--- src/hw/rtl/acenm_pkg.sv ---
// Shared types, constants and band tables for the n-of-m electrode mapper.
package acenm_pkg;

  localparam int unsigned NUM_BANDS_DEF = 22;
  localparam int unsigned BIN_WIDTH_DEF = 16;
  localparam int unsigned TABLE_BANDS   = 22;
  localparam int unsigned MAX_PICKS     = 22;

  localparam int unsigned POWER_W    = 40;
  localparam int unsigned ENV_W      = 20;
  localparam int unsigned COEFF_W    = 16;
  localparam int unsigned LOG_XW     = 27;
  localparam int unsigned LOG_FRAC   = 16;
  localparam int unsigned LOG_W      = 20;
  localparam int unsigned DIV_NW     = 46;
  localparam int unsigned DIV_DW     = 20;
  localparam int unsigned SLOT_W     = 5;
  localparam int unsigned ELEC_W     = 5;
  localparam int unsigned LEVEL_W    = 16;
  localparam int unsigned LVL8_W     = 8;
  localparam int unsigned WEIGHT_W   = 8;
  localparam int unsigned BINCNT_W   = 7;
  localparam int unsigned CFG_IDX_W  = 3;
  localparam int unsigned CFG_DATA_W = 22;
  localparam int unsigned V_W        = 17;

  localparam logic [V_W-1:0]      V_FULL      = 17'h10000;
  localparam logic [LEVEL_W-1:0]  LEVEL_RESET = 16'hA060;
  localparam logic [BINCNT_W-1:0] BINCNT_MAX  = 7'd127;

  localparam logic [BINCNT_W-1:0] BAND_EDGE [TABLE_BANDS+1] = '{
    7'd2, 7'd3, 7'd4, 7'd5, 7'd6, 7'd7, 7'd8, 7'd9, 7'd10, 7'd11, 7'd13, 7'd15,
    7'd17, 7'd19, 7'd22, 7'd25, 7'd29, 7'd33, 7'd38, 7'd43, 7'd49, 7'd56, 7'd64};

  typedef enum logic [CFG_IDX_W-1:0] {
    REG_ACTIVE_COUNT   = 3'd0,
    REG_COMPRESS_COEFF = 3'd1,
    REG_BASE_ENV       = 3'd2,
    REG_SAT_ENV        = 3'd3,
    REG_DISABLED_MASK  = 3'd4,
    REG_ORDER_MODE     = 3'd5,
    REG_LEVEL_ENTRY    = 3'd6
  } cfg_reg_e;

  typedef enum logic [4:0] {
    ST_IDLE, ST_SQUARE, ST_WEIGHT, ST_ACCUM,
    ST_ROOT_START, ST_ROOT_WAIT,
    ST_PICK_INIT, ST_PICK_SCAN, ST_PICK_MARK,
    ST_EMIT_INIT, ST_EMIT_CHECK, ST_GROW_CLASS, ST_GROW_MUL,
    ST_DIV_START, ST_DIV_WAIT, ST_LOGA_START, ST_LOGA_WAIT,
    ST_LOGB_START, ST_LOGB_WAIT, ST_RATIO_START, ST_RATIO_WAIT,
    ST_LEVEL_MUL, ST_LEVEL_OUT
  } ctrl_state_e;

  typedef struct packed {
    logic load_bin;
    logic square;
    logic weight;
    logic accum;
    logic band_clr;
    logic band_inc;
    logic root_start;
    logic env_write;
    logic pick_clr;
    logic pick_cmp;
    logic pick_mark;
    logic emit_clr;
    logic grow_load;
    logic v_zero;
    logic v_full;
    logic num_mul;
    logic div_start;
    logic div_sel;
    logic take_a;
    logic log_start;
    logic log_sel;
    logic take_la;
    logic take_lb;
    logic take_v;
    logic level_mul;
    logic out_load;
  } acenm_cmd_t;

  typedef struct packed {
    logic frame_end;
    logic root_busy;
    logic band_last;
    logic k_last;
    logic emit_picked;
    logic env_low;
    logic env_high;
    logic div_busy;
    logic log_busy;
    logic lb_zero;
    logic out_free;
  } acenm_status_t;

  // {valid, band index} of a bin position
  function automatic logic [5:0] band_of(input logic [BINCNT_W-1:0] bin);
    logic [5:0] res;
    res = '0;
    for (int m = 0; m < TABLE_BANDS; m++) begin
      if (bin >= BAND_EDGE[m] && bin < BAND_EDGE[m+1]) begin
        res = {1'b1, 5'(m)};
      end
    end
    return res;
  endfunction

  function automatic logic [WEIGHT_W-1:0] band_weight(input logic [4:0] band);
    logic [WEIGHT_W-1:0] w;
    if (band < 5'd9) begin
      w = 8'd251;
    end else if (band < 5'd13) begin
      w = 8'd174;
    end else begin
      w = 8'd166;
    end
    return w;
  endfunction

endpackage

--- src/hw/rtl/acenm_ctrl.sv ---
// Controller: sequences bin accumulation and the frame-end root, pick and emit passes.
module acenm_ctrl import acenm_pkg::*; (
  input  logic          clk_i,
  input  logic          rst_ni,
  input  logic          bin_valid_i,
  output logic          bin_ready_o,
  input  acenm_status_t status_i,
  output acenm_cmd_t    cmd_o
);
  ctrl_state_e state_q, state_d;

  always_ff @(posedge clk_i or negedge rst_ni) begin
    if (!rst_ni) begin
      state_q <= ST_IDLE;
    end else begin
      state_q <= state_d;
    end
  end

  always_comb begin
    state_d     = state_q;
    cmd_o       = '0;
    bin_ready_o = 1'b0;
    case (state_q)
      ST_IDLE: begin
        bin_ready_o = 1'b1;
        if (bin_valid_i) begin
          cmd_o.load_bin = 1'b1;
          state_d        = ST_SQUARE;
        end
      end
      ST_SQUARE: begin
        cmd_o.square = 1'b1;
        state_d      = ST_WEIGHT;
      end
      ST_WEIGHT: begin
        cmd_o.weight = 1'b1;
        state_d      = ST_ACCUM;
      end
      ST_ACCUM: begin
        cmd_o.accum = 1'b1;
        if (status_i.frame_end) begin
          cmd_o.band_clr = 1'b1;
          state_d        = ST_ROOT_START;
        end else begin
          state_d = ST_IDLE;
        end
      end
      ST_ROOT_START: begin
        cmd_o.root_start = 1'b1;
        state_d          = ST_ROOT_WAIT;
      end
      ST_ROOT_WAIT: begin
        if (!status_i.root_busy) begin
          cmd_o.env_write = 1'b1;
          if (status_i.band_last) begin
            state_d = ST_PICK_INIT;
          end else begin
            cmd_o.band_inc = 1'b1;
            state_d        = ST_ROOT_START;
          end
        end
      end
      ST_PICK_INIT: begin
        cmd_o.pick_clr = 1'b1;
        cmd_o.band_clr = 1'b1;
        state_d        = ST_PICK_SCAN;
      end
      ST_PICK_SCAN: begin
        cmd_o.pick_cmp = 1'b1;
        if (status_i.band_last) begin
          state_d = ST_PICK_MARK;
        end else begin
          cmd_o.band_inc = 1'b1;
        end
      end
      ST_PICK_MARK: begin
        cmd_o.pick_mark = 1'b1;
        cmd_o.band_clr  = 1'b1;
        state_d         = status_i.k_last ? ST_EMIT_INIT : ST_PICK_SCAN;
      end
      ST_EMIT_INIT: begin
        cmd_o.emit_clr = 1'b1;
        cmd_o.band_clr = 1'b1;
        state_d        = ST_EMIT_CHECK;
      end
      ST_EMIT_CHECK: begin
        if (status_i.emit_picked) begin
          cmd_o.grow_load = 1'b1;
          state_d         = ST_GROW_CLASS;
        end else begin
          cmd_o.band_inc = 1'b1;
        end
      end
      ST_GROW_CLASS: begin
        if (status_i.env_low) begin
          cmd_o.v_zero = 1'b1;
          state_d      = ST_LEVEL_MUL;
        end else if (status_i.env_high) begin
          cmd_o.v_full = 1'b1;
          state_d      = ST_LEVEL_MUL;
        end else begin
          cmd_o.num_mul = 1'b1;
          state_d       = ST_DIV_START;
        end
      end
      ST_GROW_MUL: begin
        state_d = ST_DIV_START;
      end
      ST_DIV_START: begin
        cmd_o.div_start = 1'b1;
        state_d         = ST_DIV_WAIT;
      end
      ST_DIV_WAIT: begin
        if (!status_i.div_busy) begin
          cmd_o.take_a = 1'b1;
          state_d      = ST_LOGA_START;
        end
      end
      ST_LOGA_START: begin
        cmd_o.log_start = 1'b1;
        state_d         = ST_LOGA_WAIT;
      end
      ST_LOGA_WAIT: begin
        if (!status_i.log_busy) begin
          cmd_o.take_la = 1'b1;
          state_d       = ST_LOGB_START;
        end
      end
      ST_LOGB_START: begin
        cmd_o.log_start = 1'b1;
        cmd_o.log_sel   = 1'b1;
        state_d         = ST_LOGB_WAIT;
      end
      ST_LOGB_WAIT: begin
        if (!status_i.log_busy) begin
          cmd_o.take_lb = 1'b1;
          state_d       = ST_RATIO_START;
        end
      end
      ST_RATIO_START: begin
        if (status_i.lb_zero) begin
          cmd_o.v_zero = 1'b1;
          state_d      = ST_LEVEL_MUL;
        end else begin
          cmd_o.div_start = 1'b1;
          cmd_o.div_sel   = 1'b1;
          state_d         = ST_RATIO_WAIT;
        end
      end
      ST_RATIO_WAIT: begin
        if (!status_i.div_busy) begin
          cmd_o.take_v = 1'b1;
          state_d      = ST_LEVEL_MUL;
        end
      end
      ST_LEVEL_MUL: begin
        cmd_o.level_mul = 1'b1;
        state_d         = ST_LEVEL_OUT;
      end
      ST_LEVEL_OUT: begin
        if (status_i.out_free) begin
          cmd_o.out_load = 1'b1;
          if (status_i.k_last) begin
            state_d = ST_IDLE;
          end else begin
            cmd_o.band_inc = 1'b1;
            state_d        = ST_EMIT_CHECK;
          end
        end
      end
      default: state_d = ST_IDLE;
    endcase
  end
endmodule

--- config.mk ---
export PLATFORM = sky130hd
export DESIGN_NAME = acenm_ctrl
export DESIGN_NICKNAME = d
export VERILOG_FILES = /design/src/hw/rtl/acenm_pkg.sv /design/src/hw/rtl/acenm_ctrl.sv
export SDC_FILE = /design/constraint.sdc
export NUM_CORES = 1
export LEC_CHECK = 0
export BUFFER_PORTS_ARGS = -buffer_cell sky130_fd_sc_hd__buf_2
export CAP_MARGIN = 20
export CORE_ASPECT_RATIO = 0.8
export CORE_MARGIN = 5
export CORE_UTILIZATION = 41
export CTS_CLUSTER_SIZE = 16
export DETAILED_ROUTE_END_ITERATION = 12
export HOLD_SLACK_MARGIN = 0.12
export PLACE_DENSITY = 0.74
export SETUP_SLACK_MARGIN = 0.1
export SYNTH_ARGS = -nofsm -noshare
export SYNTH_HDL_FRONTEND = slang
export SYNTH_SLANG_ARGS = --single-unit
--- constraint.sdc ---
create_clock -name clk_i -period 2 [get_ports clk_i]
set_clock_uncertainty 0.2 [all_clocks]
set_input_delay 0.1 -clock clk_i [delete_from_list [all_inputs] [get_ports clk_i]]
set_output_delay 0.1 -clock clk_i [all_outputs]
set_load 0.01 [all_outputs]
==> out/qor.json, run 1 <==
{
  "outcome": {
    "run_status": "complete, but fails checks",
    "violated_checks": "negative setup slack"
  },
  "clock_network": {
    "cts_buffer_depth": 2,
    "htree_levels": 1,
    "tritoncts_num_sinks": 5,
    "cts_buffers": 3,
    "clk_transition_reported_paths_ns": 0.05,
    "ctsRootBufferMaster": "clkbuf_4",
    "cts_tree": "yes",
    "clock_latency_ns": 0.25
  },
  "floorplanning": {
    "die_height_um": 49.9,
    "floorplan.die_area_um2": 2990,
    "floorplan.die.width_um": 59.9,
    "initial_utilization_pct": 43.2,
    "ioPinCount": 41,
    "std_cell_rows": 14,
    "core-area_um2": 1890
  },
  "final_layout": {
    "leading_cell_types_in_the_layout_fill_and_taps_excluded": "buf_2, buf_4, nor2_1, nor3_1, nand2_1",
    "most_frequent_standard_cell_in_the_layout_excluding_fill_and_tap_cells": "buf_2",
    "stdcell_area_um2": 1340,
    "fraction_of_layout_cells_with_a_size_suffix_above_1_pct": 49.2,
    "design.final.nets": 200,
    "largest_register_ff_count": 5,
    "n_antenna_cell": 0,
    "biggestRegsByFlops": "state_q (5)",
    "registers.top_by_ff_count": "state_q",
    "final_cell_utilization_of_the_core_pct": 70.8,
    "syn_to_final_growth_pct": 63.9
  },
  "detailed_routing": {
    "first_pass_drt_iterations": 4,
    "routed_via_density": 6.07,
    "detail_route.wirelength_um": 3490,
    "via_count": 1268,
    "initialDrtViolationCount": 76,
    "drt-wirelength-per-cell_um": 16.7,
    "ant_nets": 0,
    "detail_route.drc_violations": 0
  },
  "sta": {
    "grt_setup_unrepaired": "yes",
    "post_route_clock_period_utilization_pct": 104,
    "min_period_ns": 2.08,
    "fin_worst_hold_slack_ns": 0.143,
    "report.final.hold_viol_count": 0,
    "slew_headroom_pct": 75.3,
    "timing_worst_slew_pin_value_ns": 0.367,
    "timing.final.ws_setup_ns": -0.0838,
    "finalSetupViolations": 5,
    "timing_max_transition_violations_final": 0,
    "maximum_clock_frequency_ghz": 0.480
  },
  "synth": {
    "sequential_to_total_area_share_from_yosys_stat_pct": 15.3,
    "ys_dominant_reg_cell": "dfrtp_1",
    "synth.top_cells.by_area": "dfrtp_1, nor2_1, nand2b_1, nor3_1, o32ai_1",
    "postSynthRegisterBits": 5,
    "portion_of_synthesized_cell_area_occupied_by_the_leading_cell_type_pct": 15.3,
    "post_synth.cell_area_avg_um2": 6.43,
    "yosysTopAreaCell": "dfrtp_1",
    "synthesis.area_um2": 817,
    "postSynthCellCount": 127,
    "synth.net_count": 141,
    "synth_cell_type_count": 43,
    "async_s_r_ff_share_synth_pct": 100,
    "number_of_enable_flip_flop_cells_after_synthesis": 0,
    "yosysWarnings": 0
  },
  "power": {
    "irDropWorstVdd_v": 0.000912,
    "comb_power_share_pct": 83.3,
    "p_int_mw": 1.05,
    "switchingPower_mw": 1.06,
    "cellPowerDensity_nw_per_um2": 1570,
    "power_switching_share_pct": 50.4,
    "p_leak_nw": 0.646,
    "clock_power_share_pct": 5.9,
    "power_mw": 2.11,
    "seq_power_share_pct": 10.8
  },
  "critical_path": {
    "worst_setup_path_end_kind": "flop",
    "start_kind": "flop",
    "setup.worst_path.class": "flop to flop",
    "timing.critical_path.required_ns": 1.92,
    "critical_path_peak_fanout": 4,
    "worst_ep_arrival_time_ns": 2.01
  },
  "grt": {
    "grt_max_degree": 22,
    "grt_pass1_vias": 1167,
    "global_route.overflow_total": 0,
    "grt_pass1_wl_um": 5260,
    "track_usage_pct": 22.4,
    "antenna_found_initial": 0
  },
  "place": {
    "dp.final_hpwl_um": 2180,
    "gp_congestion": 0.886,
    "postPlaceCellArea_um2": 1090,
    "place_worst_setup_slack_ns": -0.0324,
    "place.port_buffers": 40
  },
  "worst_hold_path": {
    "holdCritPathClass": "primary input to flop"
  },
  "job": {
    "cap_viol_max_count": 0
  }
}
==> power by group through the flow <==
stage	clock network [mW]	logic [mW]	registers, mW
finish	0.125	1.75	0.228
global route	0.137	1.89	0.232
CTS	0.121	1.53	0.214
detailed placement	0	1.37	0.214
global placement	0	1.35	0.212
floorplan	0	0.967	0.185
==> stage by stage <==
step	setup TNS (ns)	std cells
after CTS	-0.0403	206
after global routing	-0.517	209
after floorplan	0	127
after global placement	0	192
after detailed placement	-0.0562	192
final	-0.236	209
==> cell families after synthesis <==
group	Yosys count	share of synthesized area, %
mux	2	3.68
xor+xnor	1	1.07
flops	5	15.3
buf+inv	18	8.57
simple gates	70	45.3
compound gates	31	26.0
==> Yosys cell counts (2+ instances only) <==
library cell  count
o21ai_0           2
a31oi_1           2
a21oi_1           6
o32ai_1           4
mux2_4            2
inv_2             3
clkbuf_1          8
nor4_1            2
o21ai_1           3
o2111ai_1         2
nor2b_1           4
inv_1             3
buf_2             2
nor2_1           17
nand2b_1         10
nor3_1           11
dfrtp_1           5
nand3_1           3
nand2_1           9
o22ai_1           4
and2_1            3
==> cell type report <==
class	instances	area, um^2
clock buffer	4	26.3
sequential	5	128
inverter	7	26.3
timing repair buffer	65	418
fill	162	553
tap	24	30.0
multi-input combinational	104	711
==> routing by layer <==
| metal | vias up | routed length [um] | GRT usage (%) |
|---|---|---|---|
| met4 | 0 | 66 | 5.90 |
| met2 | 92 | 1690 | 35.6 |
| met5 | - | 0 | 0 |
| met3 | 12 | 348 | 4.70 |
| met1 | 584 | 1380 | 30.1 |
| li1 | 580 | - | - |
==> worst paths after layout <==
check	from	to	slack, ns	cells after the start
max	state_q[4]$_DFFE_PN0P_	state_q[2]$_DFFE_PN0P_	-0.08	5
min	status_i[4]	state_q[3]$_DFFE_PN0P_	0.14	4
max reg2reg	state_q[4]$_DFFE_PN0P_	state_q[2]$_DFFE_PN0P_	-0.08	5
min reg2reg	state_q[3]$_DFFE_PN0P_	state_q[0]$_DFFE_PN0P_	0.57	4
max in group asynchronous	rst_ni	state_q[2]$_DFFE_PN0P_	0.82	3
min in group asynchronous	rst_ni	state_q[3]$_DFFE_PN0P_	0.56	3
==> worst max-delay path, cell delays in order, from the launching register on <==
cell and delay [ns]:
dfrtp_1 0.40, or3_4 0.40, or4_4 0.42, nand3b_1 0.17, nor2_4 0.07, mux2_4 0.31
==> timing repair <==
action                                 CTS  global route
setup endpoints to repair               13            24
endpoints found under the hold margin    6             0
hold buffers                             3             0
setup buffers                            7             3
pin swaps                                2             3
gates resized for setup                 10            18
Note: power is estimated with default switching activity, not from simulation.
==> run 2, diff against run 1 <==
--- a/config.mk
+++ b/config.mk
@@ -5,15 +5,18 @@
 export SDC_FILE = /design/constraint.sdc
 export NUM_CORES = 1
 export LEC_CHECK = 0
+export ABC_CLOCK_PERIOD_IN_PS = 2000
 export BUFFER_PORTS_ARGS = -buffer_cell sky130_fd_sc_hd__buf_2
 export CAP_MARGIN = 20
 export CORE_ASPECT_RATIO = 0.8
 export CORE_MARGIN = 5
-export CORE_UTILIZATION = 41
+export CORE_UTILIZATION = 42
+export CTS_BUF_LIST = sky130_fd_sc_hd__clkbuf_8
 export CTS_CLUSTER_SIZE = 16
 export DETAILED_ROUTE_END_ITERATION = 12
 export HOLD_SLACK_MARGIN = 0.12
-export PLACE_DENSITY = 0.74
+export PLACE_DENSITY = 0.75
+export RECOVER_POWER = 25
 export SETUP_SLACK_MARGIN = 0.1
 export SYNTH_ARGS = -nofsm -noshare
 export SYNTH_HDL_FRONTEND = slang
==> out/qor.json, run 2 (synthesized netlist as in run 1, its figures left out) <==
{
  "detailed_routing": {
    "via_count": {"value": 1323, "change": "was 1,268"},
    "detailroute.wirelength.met2": {"value": 1860, "unit": "um", "change": "was 1690 um"},
    "initialDrtViolationCount": {"value": 124, "change": "was 76"},
    "met1Wirelength": {"value": 1460, "unit": "um", "change": "was 1380 um"},
    "routed_via_density": {"value": 6.18, "change": "was 6.07"},
    "drt-wirelength-per-cell": {"value": 18.4, "unit": "um", "change": "was 16.7 um"},
    "detail_route.wirelength": {"value": 3930, "unit": "um", "change": "was 3490 um"},
    "met3RoutedLength": {"value": 498, "unit": "um", "change": "was 348 um"},
    "maxUsedRoutingLayer": {"value": "met4", "change": "unchanged"},
    "detail_route.drc_violations": {"value": 0, "change": "unchanged"},
    "ant_nets": {"value": 0, "change": "unchanged"},
    "first_pass_drt_iterations": {"value": 5, "change": "was 4"}
  },
  "grt": {
    "global_route.overflow_total": {"value": 0, "change": "unchanged"},
    "track_usage": {"value": 24.3, "unit": "%", "change": "was 22.4%"},
    "antenna_found_initial": {"value": 0, "change": "unchanged"},
    "grt_pass1_vias": {"value": 1144, "change": "was 1,167"},
    "grt_max_degree": {"value": 22, "change": "unchanged"},
    "grt_pass1_wl": {"value": 5560, "unit": "um", "change": "was 5260 um"}
  },
  "place": {
    "place_worst_setup_slack": {"value": -0.0492, "unit": "ns", "change": "was -0.0324 ns"},
    "dp.final_hpwl": {"value": 2520, "unit": "um", "change": "was 2180 um"},
    "place_inst": {"value": 197, "change": "was 192"},
    "place.port_buffers": {"value": 40, "change": "unchanged"},
    "gp_congestion": {"value": 0.881, "change": "was 0.886"}
  },
  "final_layout": {
    "design.final.nets": {"value": 205, "change": "was 200"},
    "leading_cell_types_in_the_layout_fill_and_taps_excluded": {"value": "buf_2, buf_4, nor2_1, nor3_1", "change": "was buf_2, buf_4, nor2_1, nor3_1, nand2_1"},
    "most_frequent_standard_cell_in_the_layout_excluding_fill_and_tap_cells": {"value": "buf_2", "change": "unchanged"},
    "n_antenna_cell": {"value": 0, "change": "unchanged"},
    "final-seq-area": {"value": 126, "unit": "um^2", "change": "was 128 um^2"},
    "largest_register_ff_count": {"value": 5, "change": "unchanged"},
    "multi_input_comb_area": {"value": 741, "unit": "um^2", "change": "was 711 um^2"},
    "stdcell_count": {"value": 214, "change": "was 209"},
    "fraction_of_layout_cells_with_a_size_suffix_above_1": {"value": 51.1, "unit": "%", "change": "was 49.2%"},
    "registers.top_by_ff_count": {"value": "state_q", "change": "unchanged"},
    "final_cell_utilization_of_the_core": {"value": 75.6, "unit": "%", "change": "was 70.8%"},
    "syn_to_final_growth": {"value": 73.4, "unit": "%", "change": "was 63.9%"},
    "fillCellCount": {"value": 129, "change": "was 162"},
    "biggestRegsByFlops": {"value": "state_q (5)", "change": "unchanged"}
  },
  "sta": {
    "finalSetupViolations": {"value": 6, "change": "was 5"},
    "timing_max_transition_violations_final": {"value": 0, "change": "unchanged"},
    "maximum_clock_frequency": {"value": 0.474, "unit": "GHz", "change": "was 0.480 GHz"},
    "fin_tns_setup": {"value": -0.483, "unit": "ns", "change": "was -0.236 ns"},
    "timing.final.ws_setup": {"value": -0.109, "unit": "ns", "change": "was -0.0838 ns"},
    "post_route_clock_period_utilization": {"value": 105, "unit": "%", "change": "was 104%"},
    "grt_setup_unrepaired": {"value": "yes", "change": "unchanged"},
    "min_period": {"value": 2.11, "unit": "ns", "change": "was 2.08 ns"},
    "timing_worst_slew_pin_value": {"value": 0.465, "unit": "ns", "change": "was 0.367 ns"},
    "report.final.hold_viol_count": {"value": 0, "change": "unchanged"},
    "slew_headroom": {"value": 68.8, "unit": "%", "change": "was 75.3%"}
  },
  "outcome": {
    "run_status": {"value": "complete, but fails checks", "change": "unchanged"},
    "violated_checks": {"value": "negative setup slack", "change": "unchanged"}
  },
  "critical_path": {
    "start_kind": {"value": "flop", "change": "unchanged"},
    "critical_path.cell_chain": {"value": "buf_4 > nand2b_1 > nand2_1 > a211oi_1 > o22ai_1 > a2bb2oi_1", "change": "was or3_4 > or4_4 > nand3b_1 > nor2_4 > mux2_4"},
    "crit-reg2reg-launch": {"value": "state_q[1]$_DFFE_PN0P_", "change": "was state_q[4]$_DFFE_PN0P_"},
    "worstRegToRegCells": {"value": 6, "change": "was 5"},
    "setup.worst_path.class": {"value": "flop to flop", "change": "unchanged"},
    "timing.critical_path.required": {"value": 1.95, "unit": "ns", "change": "was 1.92 ns"},
    "worst_setup_path_end_kind": {"value": "flop", "change": "unchanged"},
    "worstSetupStartpoint": {"value": "state_q[1]$_DFFE_PN0P_", "change": "was state_q[4]$_DFFE_PN0P_"},
    "worst_ep_arrival_time": {"value": 2.06, "unit": "ns", "change": "was 2.01 ns"},
    "worst_path_max_delay_cell": {"value": "dfrtp_1", "change": "was or4_4"},
    "critical_path_peak_fanout": {"value": 11, "change": "was 4"},
    "slowest_delay": {"value": 0.51, "unit": "ns", "change": "was 0.42 ns"}
  },
  "clock_network": {
    "tritoncts_num_sinks": {"value": 5, "change": "unchanged"},
    "ctsRootBufferMaster": {"value": "clkbuf_8", "change": "was clkbuf_4"},
    "cts_buffer_depth": {"value": 2, "change": "unchanged"},
    "cts_buffers": {"value": 3, "change": "unchanged"},
    "htree_levels": {"value": 1, "change": "unchanged"},
    "cts_tree": {"value": "yes", "change": "unchanged"},
    "clk_transition_reported_paths": {"value": 0.04, "unit": "ns", "change": "was 0.05 ns"},
    "clock_latency": {"value": 0.23, "unit": "ns", "change": "was 0.25 ns"}
  },
  "power": {
    "p_int": {"value": 1.13, "unit": "mW", "change": "was 1.05 mW"},
    "comb_power_share": {"value": 82.0, "unit": "%", "change": "was 83.3%"},
    "cellPowerDensity": {"value": 1620, "unit": "nW/um^2", "change": "was 1570 nW/um^2"},
    "irDropWorstVdd": {"value": 0.000866, "unit": "V", "change": "was 0.000912 V"},
    "switchingPower": {"value": 1.16, "unit": "mW", "change": "was 1.06 mW"},
    "power_switching_share": {"value": 50.5, "unit": "%", "change": "was 50.4%"},
    "p_leak": {"value": 0.685, "unit": "nW", "change": "was 0.646 nW"},
    "seq_power_share": {"value": 9.6, "unit": "%", "change": "was 10.8%"},
    "power": {"value": 2.29, "unit": "mW", "change": "was 2.11 mW"},
    "clock_power_share": {"value": 8.4, "unit": "%", "change": "was 5.9%"}
  },
  "worst_hold_path": {
    "holdCritPathClass": {"value": "primary input to flop", "change": "unchanged"},
    "worstHoldStart": {"value": "status_i[5]", "change": "was status_i[4]"},
    "timing.hold.worst_path_depth": {"value": 4, "change": "unchanged"}
  },
  "floorplanning": {
    "core-area": {"value": 1870, "unit": "um^2", "change": "was 1890 um^2"},
    "ioPinCount": {"value": 41, "change": "unchanged"},
    "die_height": {"value": 49.5, "unit": "um", "change": "was 49.9 um"},
    "floorplan.die_area": {"value": 2930, "unit": "um^2", "change": "was 2990 um^2"},
    "floorplan.die.width": {"value": 59.3, "unit": "um", "change": "was 59.9 um"},
    "initial_utilization": {"value": 43.6, "unit": "%", "change": "was 43.2%"},
    "std_cell_rows": {"value": 14, "change": "unchanged"}
  },
  "job": {
    "cap_viol_max_count": {"value": 0, "change": "unchanged"}
  }
}
## run 2: metal layers
layer | GRT usage [%] | vias up
li1 | - | 589
met1 | 31.6 | 597
met2 | 40.2 | 119
met3 | 3.92 | 18
met4 | 7.92 | 0
met5 | 0 | -
## run 2: cell type report
type / count / area share, %
multi-input combinational: 104 / 52.3
timing repair buffer: 70 / 31.6
sequential: 5 / 8.92
clock buffer: 3 / 2.92
tap: 24 / 2.12
inverter: 7 / 1.86
clock inverter: 1 / 0.265
## run 2: worst paths after layout
path,to,slack (ns)
max,state_q[0]$_DFFE_PN0P_,-0.11
min,state_q[3]$_DFFE_PN0P_,0.19
max reg2reg,state_q[0]$_DFFE_PN0P_,-0.11
min reg2reg,state_q[2]$_DFFE_PN0P_,0.62
max in group asynchronous,state_q[2]$_DFFE_PN0P_,0.76
min in group asynchronous,state_q[4]$_DFFE_PN0P_,0.62
## run 2: metrics by stage
step	hold slack (ns)	instance area (um^2)
finish	0.185	1420
global route	0.203	1420
CTS	0.123	1290
detailed placement	-0.285	1130
global placement	-0.288	1130
floorplan	-0.396	817
## run 2: critical path: cells and delay by family, from the launching register on
| kind | cells | cell delay (ns) |
|---|---|---|
| simple gates | 2 | 0.29 |
| buf+inv | 1 | 0.26 |
| compound gates | 3 | 0.76 |
| flops | 1 | 0.51 |
## run 2: power by group through the flow
stage / Clock, mW / Combinational [mW] / Sequential [mW]
floorplan: 0 / 0.967 / 0.185
global placement: 0 / 1.42 / 0.214
detailed placement: 0 / 1.45 / 0.219
CTS: 0.188 / 1.58 / 0.225
global route: 0.199 / 1.98 / 0.227
finish: 0.193 / 1.88 / 0.220
## run 2: repair_timing
action / in CTS / in global routing
buffers inserted: 5 / 6
pin swaps: 0 / 7
gates resized for setup: 11 / 18
endpoints found under the hold margin: 6 / 0
endpoints found under the setup margin: 9 / 17
hold buffers: 3 / 0
